**src/design/cfe_pkg.sv**
```systemverilog
// Shared types and constants for the COBS frame encoder.
package cfe_pkg;

  localparam int unsigned SEGMENT_MAX = 61;
  localparam int unsigned CNT_W       = 6;
  localparam int unsigned BYTE_W      = 8;

  typedef enum logic [2:0] {
    ST_IDLE,
    ST_HDR,
    ST_CODE,
    ST_DATA,
    ST_ONE
  } state_t;

  typedef enum logic [1:0] {
    SEL_HDR,
    SEL_CODE,
    SEL_DATA,
    SEL_ONE
  } sel_t;

  typedef struct packed {
    logic accept;
    logic load;
    sel_t sel;
    logic run_last;
    logic frame_end;
    logic seg_clr;
    logic frame_clr;
    logic hdr_set;
    logic idx_inc;
  } cmd_t;

  typedef struct packed {
    logic in_zero;
    logic in_last;
    logic lat_zero;
    logic lat_last;
    logic hdr_sent;
    logic cnt_zero;
    logic idx_last;
    logic out_free;
  } status_t;

endpackage

```
**src/design/cobs_frame_encoder.sv**
```systemverilog
// Top level of the COBS frame encoder: sequencer plus datapath.
//
// Input stream: one payload byte per item on in_tdata, in_tlast marks the
// final byte of a frame. Output stream: encoded bytes on out_tdata, out_tlast
// on the final byte of the encoded frame, out_tuser carries the per-item
// run-last mark and the overflow flag.
// The first item of a frame produces a zero header byte. A zero byte, or the
// last byte of the frame, closes the open segment: a code byte (held count
// plus one) follows, then the held bytes; a trailing zero adds a code of 1.
// A nonzero byte beyond 61 held bytes is dropped and flagged on the flush.
// Timing: an item that produces no output leaves the sequencer in idle. Otherwise
// the block accepts it in idle, then emits one byte per cycle into the
// output register while the receiver does not stall; the single sequencer and
// the one-byte-wide output register set this rate.
// The first result is loaded from the header or code state that follows acceptance.
// When the receiver stalls, the output register holds and the sequencer
// waits; no input is taken until all results of the item are loaded.
// Reset (rst_n low, synchronous) clears the sequencer, counters and the
// header flag; the store contents need no reset.
module cobs_frame_encoder (
  input  logic       clk,
  input  logic       rst_n,
  input  logic       in_tvalid,
  output logic       in_tready,
  input  logic [7:0] in_tdata,   // [7:0] data_byte
  input  logic       in_tlast,
  output logic       out_tvalid,
  input  logic       out_tready,
  output logic [7:0] out_tdata,  // [7:0] out_byte
  output logic       out_tlast,
  output logic [1:0] out_tuser   // [0] run_last, [1] overflow
);

  cfe_pkg::cmd_t    cmd;
  cfe_pkg::status_t st;

  cfe_ctrl u_ctrl (
    .clk       (clk),
    .rst_n     (rst_n),
    .in_tvalid (in_tvalid),
    .in_tready (in_tready),
    .st        (st),
    .cmd       (cmd)
  );

  cfe_datapath u_dp (
    .clk        (clk),
    .rst_n      (rst_n),
    .in_tdata   (in_tdata),
    .in_tlast   (in_tlast),
    .out_tvalid (out_tvalid),
    .out_tready (out_tready),
    .out_tdata  (out_tdata),
    .out_tlast  (out_tlast),
    .out_tuser  (out_tuser),
    .cmd        (cmd),
    .st         (st)
  );

`ifndef SYNTH
  a_frame_end_is_run_last: assert property (@(posedge clk) disable iff (!rst_n)
    out_tvalid && out_tlast |-> out_tuser[0])
    else $error("frame end without run-last mark");

  a_load_only_when_free: assert property (@(posedge clk) disable iff (!rst_n)
    cmd.load |-> (!out_tvalid || out_tready))
    else $error("output register overwritten while stalled");

  a_no_accept_while_emitting: assert property (@(posedge clk) disable iff (!rst_n)
    cmd.accept |-> !cmd.load)
    else $error("item accepted during emission");

  a_zero_blocks_input: assert property (@(posedge clk) disable iff (!rst_n)
    in_tvalid && in_tready && (in_tdata == 8'd0) |=> !in_tready)
    else $error("zero byte did not start a segment flush");
`endif

endmodule

```
**src/design/cfe_ctrl.sv**
```systemverilog
// Sequencer for the COBS frame encoder: header, code byte, held bytes, trailing code.
module cfe_ctrl (
  input  logic             clk,
  input  logic             rst_n,
  input  logic             in_tvalid,
  output logic             in_tready,
  input  cfe_pkg::status_t st,
  output cfe_pkg::cmd_t    cmd
);

  cfe_pkg::state_t state_r, state_nxt;
  logic            close_seg;
  logic            tail_one;

  assign close_seg = st.lat_zero | st.lat_last;
  assign tail_one  = st.lat_zero & st.lat_last;
  assign in_tready = (state_r == cfe_pkg::ST_IDLE);

  always_ff @(posedge clk) begin
    if (!rst_n) begin
      state_r <= cfe_pkg::ST_IDLE;
    end else begin
      state_r <= state_nxt;
    end
  end

  always_comb begin
    state_nxt = state_r;
    unique case (state_r)
      cfe_pkg::ST_IDLE: begin
        if (in_tvalid) begin
          if (!st.hdr_sent) begin
            state_nxt = cfe_pkg::ST_HDR;
          end else if (st.in_zero || st.in_last) begin
            state_nxt = cfe_pkg::ST_CODE;
          end
        end
      end
      cfe_pkg::ST_HDR: begin
        if (st.out_free) begin
          state_nxt = close_seg ? cfe_pkg::ST_CODE : cfe_pkg::ST_IDLE;
        end
      end
      cfe_pkg::ST_CODE: begin
        if (st.out_free) begin
          if (!st.cnt_zero) begin
            state_nxt = cfe_pkg::ST_DATA;
          end else begin
            state_nxt = tail_one ? cfe_pkg::ST_ONE : cfe_pkg::ST_IDLE;
          end
        end
      end
      cfe_pkg::ST_DATA: begin
        if (st.out_free && st.idx_last) begin
          state_nxt = tail_one ? cfe_pkg::ST_ONE : cfe_pkg::ST_IDLE;
        end
      end
      cfe_pkg::ST_ONE: begin
        if (st.out_free) begin
          state_nxt = cfe_pkg::ST_IDLE;
        end
      end
      default: state_nxt = cfe_pkg::ST_IDLE;
    endcase
  end

  always_comb begin
    cmd           = '0;
    cmd.sel       = cfe_pkg::SEL_HDR;
    cmd.accept    = in_tvalid && (state_r == cfe_pkg::ST_IDLE);
    unique case (state_r)
      cfe_pkg::ST_IDLE: begin
      end
      cfe_pkg::ST_HDR: begin
        cmd.load     = st.out_free;
        cmd.sel      = cfe_pkg::SEL_HDR;
        cmd.run_last = !close_seg;
        cmd.hdr_set  = st.out_free;
      end
      cfe_pkg::ST_CODE: begin
        cmd.load      = st.out_free;
        cmd.sel       = cfe_pkg::SEL_CODE;
        cmd.run_last  = st.cnt_zero && !tail_one;
        cmd.frame_end = st.cnt_zero && !tail_one && st.lat_last;
        cmd.seg_clr   = st.out_free && st.cnt_zero;
        cmd.frame_clr = st.out_free && st.cnt_zero && st.lat_last && !tail_one;
      end
      cfe_pkg::ST_DATA: begin
        cmd.load      = st.out_free;
        cmd.sel       = cfe_pkg::SEL_DATA;
        cmd.run_last  = st.idx_last && !tail_one;
        cmd.frame_end = st.idx_last && !tail_one && st.lat_last;
        cmd.idx_inc   = st.out_free;
        cmd.seg_clr   = st.out_free && st.idx_last;
        cmd.frame_clr = st.out_free && st.idx_last && st.lat_last && !tail_one;
      end
      cfe_pkg::ST_ONE: begin
        cmd.load      = st.out_free;
        cmd.sel       = cfe_pkg::SEL_ONE;
        cmd.run_last  = 1'b1;
        cmd.frame_end = 1'b1;
        cmd.frame_clr = st.out_free;
      end
      default: begin
      end
    endcase
  end

endmodule

```
**src/design/cfe_datapath.sv**
```systemverilog
// Segment store, counters, frame flags and output register of the COBS frame encoder.
module cfe_datapath (
  input  logic                          clk,
  input  logic                          rst_n,
  input  logic [cfe_pkg::BYTE_W-1:0]    in_tdata,
  input  logic                          in_tlast,
  output logic                          out_tvalid,
  input  logic                          out_tready,
  output logic [cfe_pkg::BYTE_W-1:0]    out_tdata,
  output logic                          out_tlast,
  output logic [1:0]                    out_tuser,
  input  cfe_pkg::cmd_t                 cmd,
  output cfe_pkg::status_t              st
);

  logic [cfe_pkg::BYTE_W-1:0] seg_mem [cfe_pkg::SEGMENT_MAX];
  logic [cfe_pkg::BYTE_W-1:0] rd_data_r;
  logic [cfe_pkg::CNT_W-1:0]  rd_addr;

  logic [cfe_pkg::CNT_W-1:0]  cnt_r, cnt_nxt;
  logic [cfe_pkg::CNT_W-1:0]  idx_r, idx_nxt;
  logic                       dropped_r, dropped_nxt;
  logic                       hdr_sent_r, hdr_sent_nxt;
  logic                       lat_zero_r, lat_last_r;
  logic                       out_valid_r, out_valid_nxt;
  logic [cfe_pkg::BYTE_W-1:0] out_byte_r, out_byte_nxt;
  logic                       run_last_r, frame_end_r, ovf_r, ovf_nxt;

  logic                       in_zero;
  logic                       cnt_full;
  logic                       store_wr;

  assign in_zero  = (in_tdata == '0);
  assign cnt_full = (cnt_r >= cfe_pkg::CNT_W'(cfe_pkg::SEGMENT_MAX));
  assign store_wr = cmd.accept && !in_zero && !cnt_full;

  assign st.in_zero  = in_zero;
  assign st.in_last  = in_tlast;
  assign st.lat_zero = lat_zero_r;
  assign st.lat_last = lat_last_r;
  assign st.hdr_sent = hdr_sent_r;
  assign st.cnt_zero = (cnt_r == '0);
  assign st.idx_last = (idx_r == cnt_r - cfe_pkg::CNT_W'(1));
  assign st.out_free = !out_valid_r || out_tready;

  // read one entry ahead while the current held byte goes out
  assign rd_addr = (cmd.idx_inc && !st.idx_last) ? idx_r + cfe_pkg::CNT_W'(1) : idx_r;

  always_ff @(posedge clk) begin
    if (store_wr) begin
      seg_mem[cnt_r] <= in_tdata;
    end
    rd_data_r <= seg_mem[rd_addr];
  end

  always_comb begin
    cnt_nxt      = cnt_r;
    dropped_nxt  = dropped_r;
    hdr_sent_nxt = hdr_sent_r;
    idx_nxt      = idx_r;
    if (cmd.accept && !in_zero) begin
      if (cnt_full) begin
        dropped_nxt = 1'b1;
      end else begin
        cnt_nxt = cnt_r + cfe_pkg::CNT_W'(1);
      end
    end
    if (cmd.idx_inc) begin
      idx_nxt = idx_r + cfe_pkg::CNT_W'(1);
    end
    if (cmd.hdr_set) begin
      hdr_sent_nxt = 1'b1;
    end
    if (cmd.seg_clr) begin
      cnt_nxt     = '0;
      dropped_nxt = 1'b0;
      idx_nxt     = '0;
    end
    if (cmd.frame_clr) begin
      cnt_nxt      = '0;
      dropped_nxt  = 1'b0;
      idx_nxt      = '0;
      hdr_sent_nxt = 1'b0;
    end
  end

  always_comb begin
    out_byte_nxt = '0;
    ovf_nxt      = 1'b0;
    unique case (cmd.sel)
      cfe_pkg::SEL_HDR: begin
        out_byte_nxt = '0;
      end
      cfe_pkg::SEL_CODE: begin
        out_byte_nxt = cfe_pkg::BYTE_W'(cnt_r) + cfe_pkg::BYTE_W'(1);
        ovf_nxt      = dropped_r;
      end
      cfe_pkg::SEL_DATA: begin
        out_byte_nxt = rd_data_r;
        ovf_nxt      = dropped_r;
      end
      cfe_pkg::SEL_ONE: begin
        out_byte_nxt = cfe_pkg::BYTE_W'(1);
      end
      default: out_byte_nxt = '0;
    endcase
  end

  always_comb begin
    out_valid_nxt = out_valid_r;
    if (cmd.load) begin
      out_valid_nxt = 1'b1;
    end else if (out_tready) begin
      out_valid_nxt = 1'b0;
    end
  end

  always_ff @(posedge clk) begin
    if (!rst_n) begin
      cnt_r       <= '0;
      idx_r       <= '0;
      dropped_r   <= 1'b0;
      hdr_sent_r  <= 1'b0;
      out_valid_r <= 1'b0;
    end else begin
      cnt_r       <= cnt_nxt;
      idx_r       <= idx_nxt;
      dropped_r   <= dropped_nxt;
      hdr_sent_r  <= hdr_sent_nxt;
      out_valid_r <= out_valid_nxt;
    end
  end

  always_ff @(posedge clk) begin
    if (cmd.accept) begin
      lat_zero_r <= in_zero;
      lat_last_r <= in_tlast;
    end
    if (cmd.load) begin
      out_byte_r  <= out_byte_nxt;
      run_last_r  <= cmd.run_last;
      frame_end_r <= cmd.frame_end;
      ovf_r       <= ovf_nxt;
    end
  end

  assign out_tvalid = out_valid_r;
  assign out_tdata  = out_byte_r;
  assign out_tlast  = frame_end_r;
  assign out_tuser  = {ovf_r, run_last_r};

endmodule

```
**config.mk**
```make
export PLATFORM = sky130hd
export DESIGN_NAME = cobs_frame_encoder
export DESIGN_NICKNAME = d
export VERILOG_FILES = /design/src/design/cfe_pkg.sv /design/src/design/cobs_frame_encoder.sv /design/src/design/cfe_ctrl.sv /design/src/design/cfe_datapath.sv
export SDC_FILE = /design/constraint.sdc
export NUM_CORES = 1
export LEC_CHECK = 0
export ABC_AREA = 1
export BUFFER_PORTS_ARGS = -buffer_cell sky130_fd_sc_hd__buf_2
export CORE_UTILIZATION = 55
export CTS_BUF_LIST = sky130_fd_sc_hd__clkbuf_8
export DETAILED_ROUTE_END_ITERATION = 16
export PLACE_DENSITY = 0.73
export SLEW_MARGIN = 20
export SYNTH_ARGS = -nofsm -noshare
export SYNTH_HDL_FRONTEND = slang
export SYNTH_SLANG_ARGS = --single-unit
```
**constraint.sdc**
```tcl
create_clock -name clk -period 3.2 [get_ports clk]
set_clock_uncertainty 0.05 [all_clocks]
set_input_delay 0.32 -clock clk [delete_from_list [all_inputs] [get_ports clk]]
set_output_delay 0.32 -clock clk [all_outputs]
set_load 0.02 [all_outputs]
```
==> results of run 1 <==
==> worst paths after layout <==
check	to	startpoint	depth (start not counted)	slack (ns)
worst max register to register	u_dp.rd_data_r[0]	u_dp.cnt_r[0]	20	0.12
worst min-delay path	u_dp.out_tvalid	out_tready	5	0.10
worst max-delay path	u_dp.rd_data_r[0]	u_dp.cnt_r[0]	20	0.12
worst min register to register	u_ctrl.state_r[1]	u_ctrl.state_r[1]	2	0.45
==> sequential cells by signal, summed over array words and instances (netlist names) <==
| signal | flops |
|---|---|
| u_dp.dropped_r | 1 |
| u_dp.ovf_r | 1 |
| u_dp.idx_r | 6 |
| u_dp.out_tdata | 8 |
| u_dp.hdr_sent_r | 1 |
| u_dp.rd_data_r | 8 |
| u_dp.cnt_r | 6 |
| u_dp.out_tvalid | 1 |
| u_dp.lat_last_r | 1 |
| u_dp.seg_mem | 488 |
| u_dp.lat_zero_r | 1 |
| u_ctrl.state_r | 3 |
| u_dp.run_last_r | 1 |
| u_dp.out_tlast | 1 |
==> layout make-up <==
cell class,instances,share of cell area [%]
Sequential cell,527,57.7
Multi-Input combinational cell,1254,21.8
Inverter,517,7.19
Clock buffer,92,4.69
Timing Repair Buffer,119,4.69
Tap cell,585,2.71
Clock inverter,61,1.26
==> cell usage after synthesis, types with 3 or more instances <==
| library cell | n |
|---|---|
| nor2_2 | 3 |
| clkbuf_1 | 25 |
| edfxtp_1 | 501 |
| nand2_2 | 5 |
| nor2_1 | 101 |
| inv_1 | 513 |
| nand3_1 | 533 |
| inv_2 | 3 |
| nor3_1 | 6 |
| dfxtp_1 | 26 |
| a211oi_1 | 10 |
| ha_1 | 8 |
| buf_4 | 30 |
| o211ai_1 | 4 |
| a21oi_1 | 20 |
| nand4_1 | 4 |
| o21ai_0 | 18 |
| xor2_1 | 5 |
| buf_2 | 45 |
| nand2_1 | 515 |
| buf_6 | 14 |
==> power by group <==
part / internal, mW / switching (mW)
registers: 7.90 / 0.200
clock network: 2.90 / 2.68
logic: 1.66 / 3.63
==> logic make-up after synthesis <==
logic type               after synthesis
AO/OA/AOI/OAI                         62
XOR/XNOR                               6
adder cells (fa/ha/maj)                8
buffers and inverters                633
flip-flops                           527
AND/OR/NAND/NOR                     1175
==> routing by layer <==
layer | part of all wire, % | GRT usage, %
met5 | 0 | 0
met4 | 4.0 | 12.7
met3 | 11 | 6.02
met2 | 47 | 44.4
met1 | 39 | 37.2
==> what timing repair did <==
action | 4_1_cts | 5_1_grt
resized for setup | 0 | 32
endpoints found under the setup margin | 0 | 128
hold buffers | 4 | 0
hold endpoints to repair | 9 | 0
setup buffers | 0 | 20
==> per-stage QoR <==
stage | utilization (%) | instances | setup TNS, ns
global placement | 57.7 | 2968 | 0
floorplan | - | 2411 | 0
global route | 62.8 | 3155 | -4.76
CTS | 61.6 | 3125 | 0
detailed placement | 57.7 | 2968 | 0
finish | 62.8 | 3155 | 0
==> critical path, cell delays in order (launching register included) <==
cell and delay (ns):
dfxtp_1 0.34, inv_2 0.04, ha_1 0.34, nand2_1 0.08, inv_1 0.04, nor2_1 0.09
nand3_1 0.10, nor2_2 0.13, nand3_4 0.17, nand2_8 0.15, nand2_4 0.13, nand2_8 0.22
buf_4 0.20, buf_12 0.17, nand2_1 0.06, nand3_1 0.14, nand3_1 0.16, nand3_1 0.11
nand3_1 0.08, nand3_1 0.10, nand2_1 0.06
==> results.json, run 1 <==
{
  "fmax_mhz": 324,
  "grt_use_total_pct": 28.0,
  "regArea_sq_um": 15600,
  "postRouteWirelength_mm": 63.5,
  "diodes": 0,
  "fin_crit_sh_pct": 96.4,
  "first_pass_iters": 6,
  "clkLatencyLatePin_ns": 0.64,
  "h-tree-depth": 3,
  "irDropWorstVdd_v": 0.000427,
  "critPathMaxFanout": 19,
  "io_pins": 26,
  "cp-start-kind": "register",
  "syn_area_per_cell_sq_um": 9.92,
  "crit_type": "register to register",
  "fillCellCount": 3459,
  "cp.required_ns": 3.67,
  "post-route-cell-area_sq_um": 27000,
  "synth_area_sq_um": 23900,
  "syn-num-nets": 2432,
  "drc": 0,
  "root_buffer": "clkbuf_8",
  "mostFrequentLayoutCell": "inv_1",
  "grt_max_degree": 65,
  "leakagePower_nw": 11.7,
  "worstPathArrival_ns": 3.55,
  "dieArea_sq_um": 44300,
  "grt_first_pass_wirelength_mm": 93.5,
  "power_mw": 19.0,
  "synth_area_leader_cell": "edfxtp_1",
  "synth-compound-area-share_pct": 1.59,
  "synth-simple-area-share_pct": 21.6,
  "start_util_pct": 55.6,
  "outcome": "finished, final reports clean",
  "drt-wirelength-per-cell_microns": 20.1,
  "viasPerCell": 5.51,
  "syn_inst": 2411,
  "antenna_found_initial": 0,
  "yosysWarnings": 0,
  "cts_made_buffers": 85,
  "clk_pin_slew_worst_paths_ns": 0.06,
  "vias": 17400,
  "dp_hpwl_mm": 36.5,
  "setup_viol": 0,
  "clockBufferDepth": 3,
  "yosysSeqAreaShare_pct": 65.1,
  "placed_area_sq_um": 24800,
  "layout-drive-gt1-share_pct": 10.3,
  "ys_seq_elements": 527,
  "core_sq_um": 43000,
  "grt_pass1_vias": 16600,
  "fin_ws_ns": 0.116,
  "synthMuxAreaShare_pct": 0,
  "slew_violations": 0,
  "rsz0062_at_grt": "yes",
  "place.gp.congestion": 0.915,
  "worst_pin_slew_ns": 1.06,
  "synth_top_family_by_area": "simple AND/OR/NAND/NOR gates",
  "fp.dieW_microns": 210,
  "final_cell_mix": "inv_1 (533), nand3_1 (531), nand2_1 (514)",
  "cts_tree": "built",
  "maxSlewHeadroom_pct": 29.4,
  "synth_edf_count": 501,
  "maxCapViolCount": 0,
  "yosys.area_share.adder_pct": 0.419,
  "ant_nets": 0,
  "synth-main-ff-cell": "edfxtp_1",
  "async_flop_share_pct": 0,
  "fin_hold_ws_ns": 0.103,
  "multi_input_area_sq_um": 5870,
  "die_h_microns": 210,
  "final_nets": 2525,
  "grt-ovfl-total": 0,
  "end_kind": "register",
  "min_period_ns": 3.08,
  "synth-xor-area-share_pct": 0.220,
  "num_rows": 76,
  "drtIter0Drc": 2357,
  "ys_top_cells_by_area": "edfxtp_1 (63%), nand3_1 (11%), nand2_1 (8.1%)",
  "synth.top_cell.area_share_pct": 62.9,
  "hold_path_class": "input pin to register",
  "pwr_density_cell_nw_per_um2": 703,
  "io_buffers": 25,
  "hold_violations": 0,
  "clock_sinks": 527,
  "dp_slack_ns": 0.0672,
  "area_growth_pct": 12.9,
  "synth.distinct_cells": 38
}
(Power assumes the default switching activity.)
==> inputs of run 2 (changes only) <==
Settings changed: ABC_CLOCK_PERIOD_IN_PS set to 3200, CTS_BUF_LIST sky130_fd_sc_hd__clkbuf_8 to sky130_fd_sc_hd__clkbuf_4, SYNTH_HIERARCHICAL set to 1.
==> results.json, run 2 <==
{
  "dp_hpwl_mm": 39.0,
  "ant_nets": 0,
  "p_sw_share_pct": 33.2,
  "whs_path_depth": 2,
  "pwr-share-clk_pct": 30.1,
  "h-tree-depth": 4,
  "antenna_found_initial": 2,
  "irDropWorstVdd_v": 0.000344,
  "clkLatencyLatePin_ns": 0.89,
  "critPathMaxFanout": 10,
  "ys_top_cells_by_area": "edfxtp_1 (63%), nand3_1 (11%), nand2_1 (8.2%)",
  "fin_ws_ns": 0.0943,
  "rr_startpoint": "u_dp/cnt_r[2]",
  "yosysSeqAreaShare_pct": 64.8,
  "synth.most_common_cell": "nand3_1",
  "syn_inst": 2429,
  "num_rows": 76,
  "p_switching_mw": 6.36,
  "final_core_util_pct": 63.9,
  "final_cells": 3268,
  "dp_slack_ns": 0.0159,
  "area_growth_pct": 14.6,
  "min-delay-start": "in_tdata[6]",
  "synth.distinct_cells": 39,
  "io_pins": 26,
  "async_flop_share_pct": 0,
  "fin_crit_sh_pct": 97.1,
  "drt-wirelength-per-cell_microns": 20.3,
  "core_sq_um": 43100,
  "end_kind": "register",
  "p_int_mw": 12.8,
  "ys_seq_elements": 527,
  "grt-ovfl-total": 0,
  "syn_area_per_cell_sq_um": 9.89,
  "synth_area_sq_um": 24000,
  "post-route-cell-area_sq_um": 27500,
  "place_inst": 3005,
  "holdPathEnd": "u_dp/seg_mem[37][6]",
  "reg2reg_depth": 20,
  "leakagePower_nw": 12.1,
  "slew_violations": 0,
  "yosysWarnings": 6,
  "start_util_pct": 55.8,
  "die_h_microns": 211,
  "syn-num-nets": 2451,
  "power_mw": 19.1,
  "largest_register_ffs": 488,
  "viasPerCell": 5.44,
  "cpMostUsedCell": "nand2_1",
  "synth_area_leader_cell": "edfxtp_1",
  "maxCapViolCount": 0,
  "fin_hold_ws_ns": 0.0561,
  "vias": 17800,
  "rrSetupSlack_ns": 0.09,
  "worstPathArrival_ns": 3.86,
  "grt_use_total_pct": 29.5,
  "pwr-share-comb_pct": 27.4,
  "min_period_ns": 3.11,
  "cts_made_buffers": 137,
  "fmax_mhz": 322,
  "outcome": "finished, final reports clean",
  "pwr_density_cell_nw_per_um2": 695,
  "pwr-share-seq_pct": 42.5,
  "maxSlewHeadroom_pct": 32.9,
  "cts_tree": "built",
  "clock_sinks": 527,
  "dieArea_sq_um": 44500,
  "root_buffer": "clkbuf_4",
  "hold_violations": 0,
  "mostFrequentLayoutCell": "nand3_1",
  "setup_viol": 0,
  "drtIter0Drc": 2368,
  "r2r-end": "u_dp/rd_data_r[5]",
  "cp.required_ns": 3.95,
  "postRouteWirelength_mm": 66.2,
  "cp-start-kind": "register",
  "critical_path.cell_chain": "inv_2 > nand2_1 > nand2_1 > nand2_1 > nand2_1 > nor2_1 > nand3_2 > nand2_4 > buf_6 > nand2_1 > o21ai_4 > buf_12 > buf_4 > clkbuf_16 > nand3_1 > nand3_1 > nand3_1 > nand3_1 > nand3_1 > nand2_1",
  "io_buffers": 25,
  "crit_path_max_incr_delay_ns": 0.60,
  "final_cell_mix": "nand3_1 (533), nand2_1 (524), inv_1 (508)",
  "placed_area_sq_um": 25200,
  "first_pass_iters": 6,
  "synth-main-ff-cell": "edfxtp_1",
  "grt_max_degree": 62,
  "cp_slowest_cell": "dfxtp_1",
  "clk_pin_slew_worst_paths_ns": 0.07,
  "layout-drive-gt1-share_pct": 14.5,
  "fp.dieW_microns": 211,
  "fin_setup_tns_ns": 0,
  "place.gp.congestion": 0.963,
  "synth_edf_count": 501,
  "grt_first_pass_wirelength_mm": 96.7,
  "hold_path_class": "input pin to register",
  "synth.top_cells.by_count": "nand3_1 (545), nand2_1 (525), inv_1 (508)",
  "drc": 0,
  "regMostFlops": "u_dp/seg_mem",
  "final_nets": 2615,
  "synth.top_cell.area_share_pct": 62.6,
  "crit_type": "register to register",
  "clockBufferDepth": 3,
  "worst_pin_slew_ns": 1.00,
  "grt_pass1_vias": 17100
}
==> run 2: changes by cell type in the layout (fill, tap and decap cells not counted), moves of 5 or more <==
cell / before / now
clkbuf_4: 0 / 198
clkbuf_8: 92 / 0
inv_1: 533 / 508
nand3_2: 1 / 15
a211oi_1: 10 / 0
nand2_1: 514 / 524
clkinv_2: 12 / 4
inv_2: 3 / 10
buf_12: 19 / 25
buf_16: 3 / 9
nor2_4: 6 / 1
==> run 2: power by group through the flow <==
stage	logic [mW]	clock network, mW	registers (mW)
4_1_cts	4.83	5.88	8.12
6_report	5.23	5.76	8.13
2_1_floorplan	3.04	0	8.24
5_1_grt	5.63	6.23	8.14
3_3_place_gp	4.71	0	8.26
3_5_place_dp	4.77	0	8.27
==> run 2: routing by layer <==
layer	GRT usage, %	share of wire, %	vias to the layer above
met5	0	0	-
li1	-	-	8294
met4	14.8	4.3	0
met2	47.6	48	963
met3	7.00	9.8	210
met1	37.4	38	8302
==> run 2: worst max-delay path by stage <==
stage | startpoint | to | slack (ns) | cells after the start
floorplan | u_dp/cnt_r[0] | u_dp/rd_data_r[2] | 0.64 | 20
global placement | u_dp/cnt_r[0] | u_dp/rd_data_r[3] | -0.04 | 21
detailed placement | u_dp/cnt_r[1] | u_dp/rd_data_r[6] | 0.02 | 21
CTS | u_dp/cnt_r[1] | u_dp/rd_data_r[6] | 0.04 | 21
global route | u_dp/cnt_r[1] | u_dp/rd_data_r[4] | -0.05 | 23
finish | u_dp/cnt_r[2] | u_dp/rd_data_r[5] | 0.09 | 20
==> run 2: kinds of logic (layout without fill, tap and decap cells) <==
group           Yosys count  after routing  share of synthesized area (%)
simple gates           1195           1196                           22.0
buf+inv                 637            889                           11.2
flops                   527            527                           64.8
compound gates           54             54                           1.25
fa+ha+maj                 9              9                          0.469
xor+xnor                  7              7                          0.255
other cells               0              1                              0
==> run 2: area by class of cell <==
class                      instances  area (sq um)
multi-input combinational       1266          5880
antenna                            1          2.50
clock inverter                    30           223
sequential                       527         15600
fill                            3454         15600
tap                              585           732
timing repair buffer             144          1690
inverter                         517          1940
clock buffer                     198          1490
==> run 2: what timing repair did <==
item / 4_1_cts / 5_1_grt
gates resized for setup: 0 / 27
pin swaps: 0 / 5
cloned: 1 / 9
endpoints found under the setup margin: 1 / 8
setup buffers: 0 / 16
hold buffers: 8 / 0
hold endpoints to repair: 34 / 0
==> run 2: worst max-delay path, delay by kind of cell, from the launching register on <==
family / cells / cell delay [ns]
DFF: 1 / 0.60
buffers and inverters: 5 / 0.77
and+or+nand+nor: 14 / 1.49
AOI/OAI and AO/OA: 1 / 0.08
